File: config.mk
export PLATFORM = sky130hd
export DESIGN_NAME = vhi_back
export DESIGN_NICKNAME = d
export VERILOG_FILES = /design/src/rtl/vhi_pkg.sv /design/src/rtl/vhi_back.sv
export SDC_FILE = /design/constraint.sdc
export NUM_CORES = 1
export LEC_CHECK = 0
export ABC_AREA = 1
export BUFFER_PORTS_ARGS = -buffer_cell sky130_fd_sc_hd__buf_2
export CAP_MARGIN = 40
export CORE_UTILIZATION = 45
export CTS_CLUSTER_SIZE = 12
export DETAILED_ROUTE_END_ITERATION = 12
export GPL_TIMING_DRIVEN = 1
export MAX_ROUTING_LAYER = met4
export PLACE_DENSITY = 0.82
export SLEW_MARGIN = 10
export SYNTH_ARGS = -nofsm -noshare
export SYNTH_HDL_FRONTEND = slang
export SYNTH_SLANG_ARGS = --single-unit
File: constraint.sdc
create_clock -name i_clk -period 5.8 [get_ports i_clk]
set_input_delay 0.29 -clock i_clk [delete_from_list [all_inputs] [get_ports i_clk]]
set_output_delay 0.29 -clock i_clk [all_outputs]
set_load 0.01 [all_outputs]
File: src/rtl/vhi_pkg.sv
`timescale 1ns / 1ps

package vhi_pkg;

    // Plane geometry limits
    localparam int MAX_WIDTH  = 4096;
    localparam int MAX_HEIGHT = 4096;
    localparam int POS_W      = $clog2(MAX_WIDTH);
    localparam int DIM_W      = 13;
    localparam int PIX_W      = 8;
    localparam int WORD_W     = 5 * PIX_W;

    // Queue between classifier and result serializer
    localparam int QDEPTH = 4;
    localparam int QPTR_W = $clog2(QDEPTH);
    localparam int QCNT_W = $clog2(QDEPTH + 1);

    // Configuration port
    localparam int ADDR_W = 4;
    localparam int DATA_W = 32;
    localparam logic [1:0] REG_FRAME_WIDTH  = 2'd0;
    localparam logic [1:0] REG_FRAME_HEIGHT = 2'd1;
    localparam logic [1:0] REG_FILTER_MODE  = 2'd2;

    localparam logic MODE_WIENER   = 1'b0;
    localparam logic MODE_BILINEAR = 1'b1;

    localparam logic [DIM_W-1:0] RST_FRAME_WIDTH  = DIM_W'(MAX_WIDTH);
    localparam logic [DIM_W-1:0] RST_FRAME_HEIGHT = DIM_W'(MAX_HEIGHT);

    typedef struct packed {
        logic [DIM_W-1:0] frame_width;
        logic [DIM_W-1:0] frame_height;
        logic             filter_mode;
    } t_cfg;

    // One queued item: candidate pixels by row distance k, emitted from kstart down to kend
    typedef struct packed {
        logic [3:0][PIX_W-1:0] pix;
        logic [POS_W-1:0]      row;
        logic [POS_W-1:0]      col;
        logic [1:0]            kstart;
        logic [1:0]            kend;
    } t_entry;

    typedef struct packed {
        logic              empty;
        logic              full;
        logic [QCNT_W-1:0] count;
    } t_qstat;

    // Map an out-of-range dimension into 1..maxv
    function automatic logic [DIM_W-1:0] clamp_dim(input logic [DIM_W-1:0] v,
                                                   input logic [DIM_W-1:0] maxv);
        logic [DIM_W-1:0] res;
        res = v;
        if (v == '0) begin
            res = DIM_W'(1);
        end else if (v > maxv) begin
            res = maxv;
        end
        return res;
    endfunction

    // Average of two pixels, rounded up
    function automatic logic [PIX_W-1:0] avg_up(input logic [PIX_W-1:0] a,
                                                input logic [PIX_W-1:0] b);
        logic [PIX_W:0] s;
        s = {1'b0, a} + {1'b0, b} + (PIX_W+1)'(1);
        return s[PIX_W:1];
    endfunction

    // Six-tap (1,-5,20,20,-5,1) with rounding and clamp to pixel range
    function automatic logic [PIX_W-1:0] six_tap(input logic [PIX_W-1:0] a0,
                                                 input logic [PIX_W-1:0] a1,
                                                 input logic [PIX_W-1:0] a2,
                                                 input logic [PIX_W-1:0] a3,
                                                 input logic [PIX_W-1:0] a4,
                                                 input logic [PIX_W-1:0] a5);
        logic signed [15:0] outer;
        logic signed [15:0] near;
        logic signed [15:0] mid;
        logic signed [15:0] s;
        logic signed [15:0] q;
        logic [PIX_W-1:0]   res;
        outer = signed'({8'd0, a0}) + signed'({8'd0, a5});
        near  = signed'({8'd0, a1}) + signed'({8'd0, a4});
        mid   = signed'({8'd0, a2}) + signed'({8'd0, a3});
        s     = outer - (near <<< 2) - near + (mid <<< 4) + (mid <<< 2) + 16'sd16;
        q     = s >>> 5;
        if (s < 16'sd0) begin
            res = '0;
        end else if (q > 16'sd255) begin
            res = '1;
        end else begin
            res = q[PIX_W-1:0];
        end
        return res;
    endfunction

endpackage

File: src/rtl/vhi_back.sv
`timescale 1ns / 1ps

module vhi_back (
    input  logic            i_clk,
    input  logic            i_rst_n,
    input  vhi_pkg::t_entry i_head,
    input  vhi_pkg::t_qstat i_qstat,
    output logic            o_pop,
    output logic            o_valid,
    input  logic            i_stall,
    output logic [7:0]      o_pixel_out,
    output logic [11:0]     o_out_row,
    output logic [11:0]     o_out_col,
    output logic            o_last_of_item
);
    import vhi_pkg::*;

    logic              advance;
    logic [1:0]        k;
    logic              at_end;

    logic              r_out_valid;
    logic              r_started;
    logic [1:0]        r_k;
    logic [PIX_W-1:0]  r_pix;
    logic [POS_W-1:0]  r_row;
    logic [POS_W-1:0]  r_col;
    logic              r_last;

    // Walk the head entry one result per transfer
    assign advance = !r_out_valid || !i_stall;
    assign k       = r_started ? r_k : i_head.kstart;
    assign at_end  = (k == i_head.kend);
    assign o_pop   = advance && !i_qstat.empty && at_end;

    always_ff @(posedge i_clk) begin
        if (!i_rst_n) begin
            r_out_valid <= 1'b0;
            r_started   <= 1'b0;
            r_k         <= '0;
        end else if (advance) begin
            r_out_valid <= !i_qstat.empty;
            if (!i_qstat.empty) begin
                r_started <= !at_end;
                r_k       <= k - 2'd1;
            end
        end
    end

    // Load the output register
    always_ff @(posedge i_clk) begin
        if (advance && !i_qstat.empty) begin
            r_pix  <= i_head.pix[k];
            r_row  <= i_head.row - POS_W'(k);
            r_col  <= i_head.col;
            r_last <= at_end;
        end
    end

    assign o_valid        = r_out_valid;
    assign o_pixel_out    = r_pix;
    assign o_out_row      = r_row;
    assign o_out_col      = r_col;
    assign o_last_of_item = r_last;

endmodule

==> run summary <==
DP Wirelength: 3.08 mm
Worst Path Required: 5.84 ns
Post-Syn Nets: 254
FP Rows: 22
DR vias: 1,594
Rel. slew slack: 0.537
register bit total from synthesis: 37
Period minus WS final: 2.39 ns
r2r worst-path depth: 11
# Post-CTS Setup Buffers: 0
initial antenna violation count: 0
setup TNS: 0 ns
Root Buffer: clkbuf_8
Max Fclk: 419 MHz
DRC viols: 0
Primary FF master, synth: edfxtp_1
First-pass DRT Iterations: 4
Mapped Area: 0.00181 sq mm
Die ar.: 0.00429 sq mm
area leader, netlist: edfxtp_1
max-cap violations: 0
synth warn: 0
Worst Skew: 0.00300 ns
Core Area: 0.00377 sq mm
reg2reg end: o_out_row[10]$_DFFE_PP_
layout cells sized above 1: 0.401
Die Y: 65.5 um
slew at the pin with the worst max-slew slack: 0.693 ns
total routed wirelength: 4.03 mm
total track usage: 0.207
Reg2Reg Launch Point: r_started$_SDFFE_PN0P_
Hold Crit Depth: 1
R2R setup slack: 3.41 ns
HP Class: in2reg
chip width: 65.5 um
WP data arrival: 2.43 ns
Period Utilization, post-route: 0.411
Critical Path Fanout Max: 36
CTS tree: yes
Worst Setup EP: o_out_row[10]$_DFFE_PP_
port bufs: 98
fraction of registers with async set/reset: 0
critical path class: reg2reg
Sink Count: 37
register area share after synthesis: 0.591
EDFF count, synth: 33
cts hold-fix bufs: 0
via/cell ratio: 4.76
outcome: finished clean
Routed Antenna Nets: 0
TritonCTS buffer count: 5
number of global-route vias before repair: 1,483
largest cells by area after synthesis: edfxtp_1 (55%), nand2_1 (7.5%), inv_1 (7.0%), a21oi_1 (5.2%), dfxtp_1 (4.4%)
syn avg cell area: 9.91 sq um
# resized after CTS: 0
Crit. End Element: flip-flop
Final setup violation count: 0
gpl congestion: 0.772
# IOs: 103
H-Tree Depth: 2
Max IR drop VDD: 164 uV
type of origin of the critical path: flip-flop
clk buf depth: 2
RSZ-0062 raised after global routing: false
pin count of the biggest net entering global routing: 37
Pwr Density: 270 mW/mm^2
Starting Density: 0.481
Detailed Route Iter0 Violations: 113
drt wl/cell: 12.0 um
P&R area growth vs syn: 36.7%
Pleak: 1.24 nW
Yosys top cell area share: 0.547
global-route wire length before repair: 6.39 mm
count leader, synth: nand2_1
GR Overflow Total: 0
Mapped Cells: 183
n_diodes: 0
final core occ: 0.657
max-slew violation count: 0
Critical Path Start: r_started$_SDFFE_PN0P_
fin nets: 357
endpoints failing hold: 0
synth cell count leaders: nand2_1 (36), inv_1 (34), edfxtp_1 (33), a21oi_1 (19), o21ai_1 (12)
clock-pin slew on the worst setup and hold paths: 0.07 ns
worst-skew pair later-pin latency: 0.28 ns
Synth cell types: 25
## through the flow
stage / hold slack, ns / instances / power, mW / cell area [sq um] / setup WS, ns
2_1_floorplan: 0.386 / 183 / 0.404 / 1810 / 3.68
6_report: 0.182 / 335 / 0.669 / 2480 / 3.41
4_1_cts: 0.170 / 335 / 0.676 / 2480 / 3.42
5_1_grt: 0.166 / 335 / 0.703 / 2480 / 3.16
3_5_place_dp: 0.469 / 327 / 0.459 / 2370 / 3.43
3_3_place_gp: 0.467 / 326 / 0.450 / 2340 / 3.51
## critical path, stage by stage (launching register included)
cell and delay [ns]:
dfxtp_1 0.38, nand2_1 0.14, nand2_4 0.32, ha_1 0.22, inv_1 0.06, fa_1 0.39, nor2_1 0.17, nand3_1 0.17
inv_1 0.13, nand3_1 0.07, nand2_1 0.06, nand2_1 0.04
## power breakdown
group          internal, mW  leakage [nW]  switching (mW)  total (mW)
clock network         0.127        0.0518          0.0894       0.216
registers             0.318         0.353         0.00657       0.325
logic                0.0533         0.835          0.0748       0.128
## sequential cells by signal, indices dropped and copies added (netlist names)
register        cells
o_valid             1
o_pixel_out         8
r_k                 2
o_out_col          12
o_last_of_item      1
o_out_row          12
r_started           1
## cells in the final DEF (no fill, tap or decap), drive strengths merged
cell type and n:
a211oi 1, a21oi 20, buf 99, bufinv 1, clkbuf 5, clkinv 1
clkinvlp 1, dfxtp 4, edfxtp 33, fa 1, ha 2, inv 35
nand2 40, nand3 8, nand3b 2, nand4 1, nor2 7, nor3 1
o21ai 18, or2 1, xnor2 2, xor2 4
## how the worst min path moves through the flow
stage	from	end	slack, ns
after floorplan	i_qstat[4]	o_valid$_SDFFE_PN0N_	0.39
after CTS	i_head[4]	o_out_col[0]$_DFFE_PP_	0.17
after detailed placement	i_head[4]	o_out_col[0]$_DFFE_PP_	0.47
final	i_head[4]	o_out_col[0]$_DFFE_PP_	0.18
after global placement	i_head[9]	o_out_col[5]$_DFFE_PP_	0.47
after global routing	i_head[11]	o_out_col[7]$_DFFE_PP_	0.17
## kinds of logic (layout without fill, tap and decap cells)
family,count (synthesis),after routing,synth area share
flops,37,37,0.591
simple gates,60,60,0.153
fa+ha+maj,3,3,0.0248
buf+inv,38,142,0.0890
compound gates,39,39,0.114
xor+xnor,6,6,0.0290
## layer usage
layer | vias to the layer above | wire length [um] | track usage | part of all wire
li1 | 813 | - | - | -
met1 | 703 | 1640 | 0.226 | 0.41
met2 | 69 | 2090 | 0.374 | 0.52
met3 | 9 | 232 | 0.0365 | 0.058
met4 | 0 | 65 | 0.0734 | 0.016
met5 | - | 0 | - | 0
## cell type report
cell class	instances	area [sq um]
fillers	315	1290
flip-flops and latches	37	1070
multi-input cells	108	588
repair buffers	99	518
inverters	35	131
clock buffers	5	68.8
well taps	48	60.1
clock inverters	3	41.3
(Power assumes the default switching activity.)
