## src/rtl/vhi_pkg.sv

```systemverilog
`timescale 1ns / 1ps

package vhi_pkg;

    // Plane geometry limits
    localparam int MAX_WIDTH  = 4096;
    localparam int MAX_HEIGHT = 4096;
    localparam int POS_W      = $clog2(MAX_WIDTH);
    localparam int DIM_W      = 13;
    localparam int PIX_W      = 8;
    localparam int WORD_W     = 5 * PIX_W;

    // Queue between classifier and result serializer
    localparam int QDEPTH = 4;
    localparam int QPTR_W = $clog2(QDEPTH);
    localparam int QCNT_W = $clog2(QDEPTH + 1);

    // Configuration port
    localparam int ADDR_W = 4;
    localparam int DATA_W = 32;
    localparam logic [1:0] REG_FRAME_WIDTH  = 2'd0;
    localparam logic [1:0] REG_FRAME_HEIGHT = 2'd1;
    localparam logic [1:0] REG_FILTER_MODE  = 2'd2;

    localparam logic MODE_WIENER   = 1'b0;
    localparam logic MODE_BILINEAR = 1'b1;

    localparam logic [DIM_W-1:0] RST_FRAME_WIDTH  = DIM_W'(MAX_WIDTH);
    localparam logic [DIM_W-1:0] RST_FRAME_HEIGHT = DIM_W'(MAX_HEIGHT);

    typedef struct packed {
        logic [DIM_W-1:0] frame_width;
        logic [DIM_W-1:0] frame_height;
        logic             filter_mode;
    } t_cfg;

    // One queued item: candidate pixels by row distance k, emitted from kstart down to kend
    typedef struct packed {
        logic [3:0][PIX_W-1:0] pix;
        logic [POS_W-1:0]      row;
        logic [POS_W-1:0]      col;
        logic [1:0]            kstart;
        logic [1:0]            kend;
    } t_entry;

    typedef struct packed {
        logic              empty;
        logic              full;
        logic [QCNT_W-1:0] count;
    } t_qstat;

    // Map an out-of-range dimension into 1..maxv
    function automatic logic [DIM_W-1:0] clamp_dim(input logic [DIM_W-1:0] v,
                                                   input logic [DIM_W-1:0] maxv);
        logic [DIM_W-1:0] res;
        res = v;
        if (v == '0) begin
            res = DIM_W'(1);
        end else if (v > maxv) begin
            res = maxv;
        end
        return res;
    endfunction

    // Average of two pixels, rounded up
    function automatic logic [PIX_W-1:0] avg_up(input logic [PIX_W-1:0] a,
                                                input logic [PIX_W-1:0] b);
        logic [PIX_W:0] s;
        s = {1'b0, a} + {1'b0, b} + (PIX_W+1)'(1);
        return s[PIX_W:1];
    endfunction

    // Six-tap (1,-5,20,20,-5,1) with rounding and clamp to pixel range
    function automatic logic [PIX_W-1:0] six_tap(input logic [PIX_W-1:0] a0,
                                                 input logic [PIX_W-1:0] a1,
                                                 input logic [PIX_W-1:0] a2,
                                                 input logic [PIX_W-1:0] a3,
                                                 input logic [PIX_W-1:0] a4,
                                                 input logic [PIX_W-1:0] a5);
        logic signed [15:0] outer;
        logic signed [15:0] near;
        logic signed [15:0] mid;
        logic signed [15:0] s;
        logic signed [15:0] q;
        logic [PIX_W-1:0]   res;
        outer = signed'({8'd0, a0}) + signed'({8'd0, a5});
        near  = signed'({8'd0, a1}) + signed'({8'd0, a4});
        mid   = signed'({8'd0, a2}) + signed'({8'd0, a3});
        s     = outer - (near <<< 2) - near + (mid <<< 4) + (mid <<< 2) + 16'sd16;
        q     = s >>> 5;
        if (s < 16'sd0) begin
            res = '0;
        end else if (q > 16'sd255) begin
            res = '1;
        end else begin
            res = q[PIX_W-1:0];
        end
        return res;
    endfunction

endpackage

```

## src/rtl/vhi_queue.sv

```systemverilog
`timescale 1ns / 1ps

module vhi_queue (
    input  logic            i_clk,
    input  logic            i_rst_n,
    input  logic            i_push,
    input  vhi_pkg::t_entry i_entry,
    input  logic            i_pop,
    output vhi_pkg::t_entry o_head,
    output vhi_pkg::t_qstat o_qstat
);
    import vhi_pkg::*;

    t_entry            r_mem [QDEPTH];
    logic [QPTR_W-1:0] r_wr_ptr;
    logic [QPTR_W-1:0] r_rd_ptr;
    logic [QCNT_W-1:0] r_count;

    // Advance pointers and occupancy
    always_ff @(posedge i_clk) begin
        if (!i_rst_n) begin
            r_wr_ptr <= '0;
            r_rd_ptr <= '0;
            r_count  <= '0;
        end else begin
            if (i_push) begin
                r_wr_ptr <= r_wr_ptr + QPTR_W'(1);
            end
            if (i_pop) begin
                r_rd_ptr <= r_rd_ptr + QPTR_W'(1);
            end
            if (i_push && !i_pop) begin
                r_count <= r_count + QCNT_W'(1);
            end else if (!i_push && i_pop) begin
                r_count <= r_count - QCNT_W'(1);
            end
        end
    end

    // Store entries
    always_ff @(posedge i_clk) begin
        if (i_push) begin
            r_mem[r_wr_ptr] <= i_entry;
        end
    end

    assign o_head        = r_mem[r_rd_ptr];
    assign o_qstat.count = r_count;
    assign o_qstat.empty = (r_count == '0);
    assign o_qstat.full  = (r_count == QCNT_W'(QDEPTH));

endmodule

```

## config.mk

```make
export PLATFORM = sky130hd
export DESIGN_NAME = vhi_queue
export DESIGN_NICKNAME = d
export VERILOG_FILES = /design/src/rtl/vhi_pkg.sv /design/src/rtl/vhi_queue.sv
export SDC_FILE = /design/constraint.sdc
export NUM_CORES = 1
export LEC_CHECK = 0
export BUFFER_PORTS_ARGS = -buffer_cell sky130_fd_sc_hd__buf_2
export CAP_MARGIN = 20
export CORE_ASPECT_RATIO = 0.8
export CORE_MARGIN = 3
export CORE_UTILIZATION = 53
export DETAILED_ROUTE_END_ITERATION = 8
export PLACE_DENSITY = 0.75
export SETUP_SLACK_MARGIN = 0.3
export SLEW_MARGIN = 0
export SYNTH_ARGS = -nofsm -noshare
export SYNTH_HDL_FRONTEND = slang
export SYNTH_SLANG_ARGS = --single-unit
```

## constraint.sdc

```tcl
create_clock -name i_clk -period 4.9 [get_ports i_clk]
set_clock_uncertainty 0.15 [all_clocks]
set_input_delay 0.735 -clock i_clk [delete_from_list [all_inputs] [get_ports i_clk]]
set_output_delay 0.735 -clock i_clk [all_outputs]
set_load 0.02 [all_outputs]
```

==> run summary <==
overall routed net length = 15800 um
worst hold path class = in -> reg
crit share post-route = 69.0%
number of design rule violations left after detail routing = 0
drt initial violations = 243
final antenna diode count = 0
run status = complete, no violations
data required time of the critical path = 4.01 ns
post-synthesis sequential area ratio = 80.6%
launch point of the worst hold path = i_entry[16]
post-DR vias/cell = 5.52
achievable frequency = 296 MHz
Routability Congestion = 0.741
initial antenna violation count = 2
clock-pin transition on the worst setup and hold timing paths = 0.06 ns
area delta synth->final = 17.4%
worst r2r dst = r_mem[1][41]
max-cap violation count = 0
normalized max-slew margin = 38.3%
master cell of the clock root buffer = sky130_fd_sc_hd__clkbuf_16
average footprint of a synthesized cell = 25.7 um^2
worst vdd ir = 0.361 mV
area of the core = 16800 um^2
overflow left after global routing = 0
number of setup violations in the final report = 0
highest fanout seen on the critical path = 32
clock tree from TritonCTS = done
Port Buffers = 128
pin count of the biggest net entering global routing = 61
post-synthesis instance area = 9170 um^2
Clock H-tree levels = 1
area of the die = 18900 um^2
Startpoint Class = flop
via total after detailed routing = 4073
power density cells = 445 nW/um^2
Yosys Warn Count = 0
flops & latches, synth = 249
starting utilization of the core area = 54.7%
time the worst path needs with I/O delays and setup = 3.38 ns
maximum count of clock buffers along a single path = 3
Setup WS post-layout = 1.52 ns
Crit path arrival time = 2.50 ns
TNS Setup = 0 ns
P_leak = 3.66 nW
number of optimization iterations in the first detailed-route pass = 4
post-detailed-route wirelength per cell = 21.4 um
leading cell type in the layout, fill and taps excluded = sky130_fd_sc_hd__edfxtp_1
clk sink count = 249
fraction of layout cells with a size suffix above 1 = 45.2%
count of fill cells added during filler insertion = 1124
CTS buffer count = 24
class of the most critical setup path = reg -> out
final hold violation count = 0
estimated wirelength of the detail-placed design = 9000 um
global-route usage over all layers = 16.5%
Die W = 153 um
Mapped Nets = 427
final cell utilization of the core = 64.2%
global-route wire length before repair = 24300 um
worst r2r src = r_wr_ptr[1]
slack of the worst reg-to-reg path = 3.00 ns
minimum setup slack after placement = 1.78 ns
final slew viol count = 0
endpoint type of the worst setup path = primary output
end point of the worst hold path = r_mem[3][16]
number of cell rows = 42
number of setup buffers added after CTS = 0
RSZ-0062 raised after global routing = no
synthesized netlist cell count = 357
Final Power = 4.79 mW
post-synth cell types = 21
most used cells in the layout excluding fill and tap cells = sky130_fd_sc_hd__edfxtp_1 (240), sky130_fd_sc_hd__buf_2 (128), sky130_fd_sc_hd__mux4_2 (60), sky130_fd_sc_hd__clkbuf_16 (25)
boundary pin count = 129
Hold Path Stages = 1
depth of the worst register-to-register path = 3
number of resized instances in the post-cts repair step = 0
slew at the pin closest to its max-slew limit = 0.926 ns
clock insertion delay at the later pin of the skew report = 0.50 ns
via count of the first global-routing pass = 4326
hold buffer count at cts = 0
remaining number of nets flagged by the antenna check after routing = 0
nets = 570
Die Y-Extent = 124 um
-- Yosys cell counts --
cell type | n | area (um^2)
sky130_fd_sc_hd__and2_1 | 9 | 56.3
sky130_fd_sc_hd__edfxtp_1 | 240 | 7210
sky130_fd_sc_hd__ha_1 | 5 | 62.6
sky130_fd_sc_hd__or3_1 | 1 | 6.26
sky130_fd_sc_hd__mux2i_1 | 2 | 20.0
sky130_fd_sc_hd__o21ai_0 | 1 | 5.00
sky130_fd_sc_hd__buf_6 | 1 | 11.3
sky130_fd_sc_hd__mux4_2 | 60 | 1350
sky130_fd_sc_hd__xor2_1 | 3 | 26.3
sky130_fd_sc_hd__buf_1 | 1 | 3.75
sky130_fd_sc_hd__dfxtp_1 | 9 | 180
sky130_fd_sc_hd__nand2_1 | 1 | 3.75
sky130_fd_sc_hd__nor3_1 | 1 | 5.00
sky130_fd_sc_hd__inv_1 | 4 | 15.0
sky130_fd_sc_hd__nor2b_1 | 2 | 12.5
sky130_fd_sc_hd__nor3b_1 | 1 | 7.51
sky130_fd_sc_hd__xnor2_1 | 2 | 17.5
sky130_fd_sc_hd__buf_12 | 6 | 120
sky130_fd_sc_hd__a21boi_0 | 1 | 7.51
sky130_fd_sc_hd__fa_1 | 1 | 20.0
sky130_fd_sc_hd__buf_2 | 6 | 30.0
-- critical path, stage by stage, from the launching register on --
cell                      delay [ns]
sky130_fd_sc_hd__dfxtp_2        0.88
sky130_fd_sc_hd__buf_4          0.51
sky130_fd_sc_hd__mux4_2         0.38
sky130_fd_sc_hd__buf_2          0.18
-- sequential cells by signal (all words and copies together) (netlist names), named ones only --
name and cells:
r_count 3, r_mem 240, r_rd_ptr 2, r_wr_ptr 2
-- how the worst max path moves through the flow --
stage	endpoint	from	cells after the start
3_3_place_gp	o_head[38]	flop	3
2_1_floorplan	r_mem[0][0]	i_push	1
5_1_grt	o_head[45]	flop	4
4_1_cts	o_head[45]	flop	3
6_report	o_head[29]	flop	3
3_5_place_dp	o_head[45]	flop	3
-- through the flow --
stage / instance area (um^2) / hold slack, ns / std cells
CTS: 10700 / 0.272 / 737
global route: 10800 / 0.271 / 738
global placement: 9950 / 0.347 / 693
finish: 10800 / 0.295 / 738
floorplan: 9170 / 0.378 / 357
detailed placement: 9950 / 0.380 / 693
-- final cells by class --
type | instances | area [um^2] | area share [%]
flip-flops and latches | 249 | 7390 | 68.7
multi-input cells | 90 | 1610 | 15.0
inverters | 4 | 15.0 | 0.139
clock inverters | 10 | 109 | 1.01
repair buffers | 131 | 683 | 6.35
well taps | 220 | 275 | 2.56
clock buffers | 34 | 679 | 6.31
-- layer usage --
metal  part of all wire, %  global-route usage, %
met5                  0.17                      0
met4                  0.70                   3.28
met3                   7.3                   5.00
met2                    49                   26.8
met1                    43                   23.0
-- power breakdown --
part           leakage (nW)  switching [mW]  internal [mW]
combinational         0.993           0.288          0.209
clock                 0.383           0.727           1.07
sequential             2.28          0.0462           2.45
-- cell families after synthesis --
group,Yosys count,share of synthesized area [%]
fa+ha+maj,6,0.901
xor+xnor,5,0.478
flops,249,80.6
compound gates,2,0.136
simple gates,15,0.996
buf+inv,18,1.97
mux,62,15.0
Note: power is estimated with default switching activity, not from simulation.
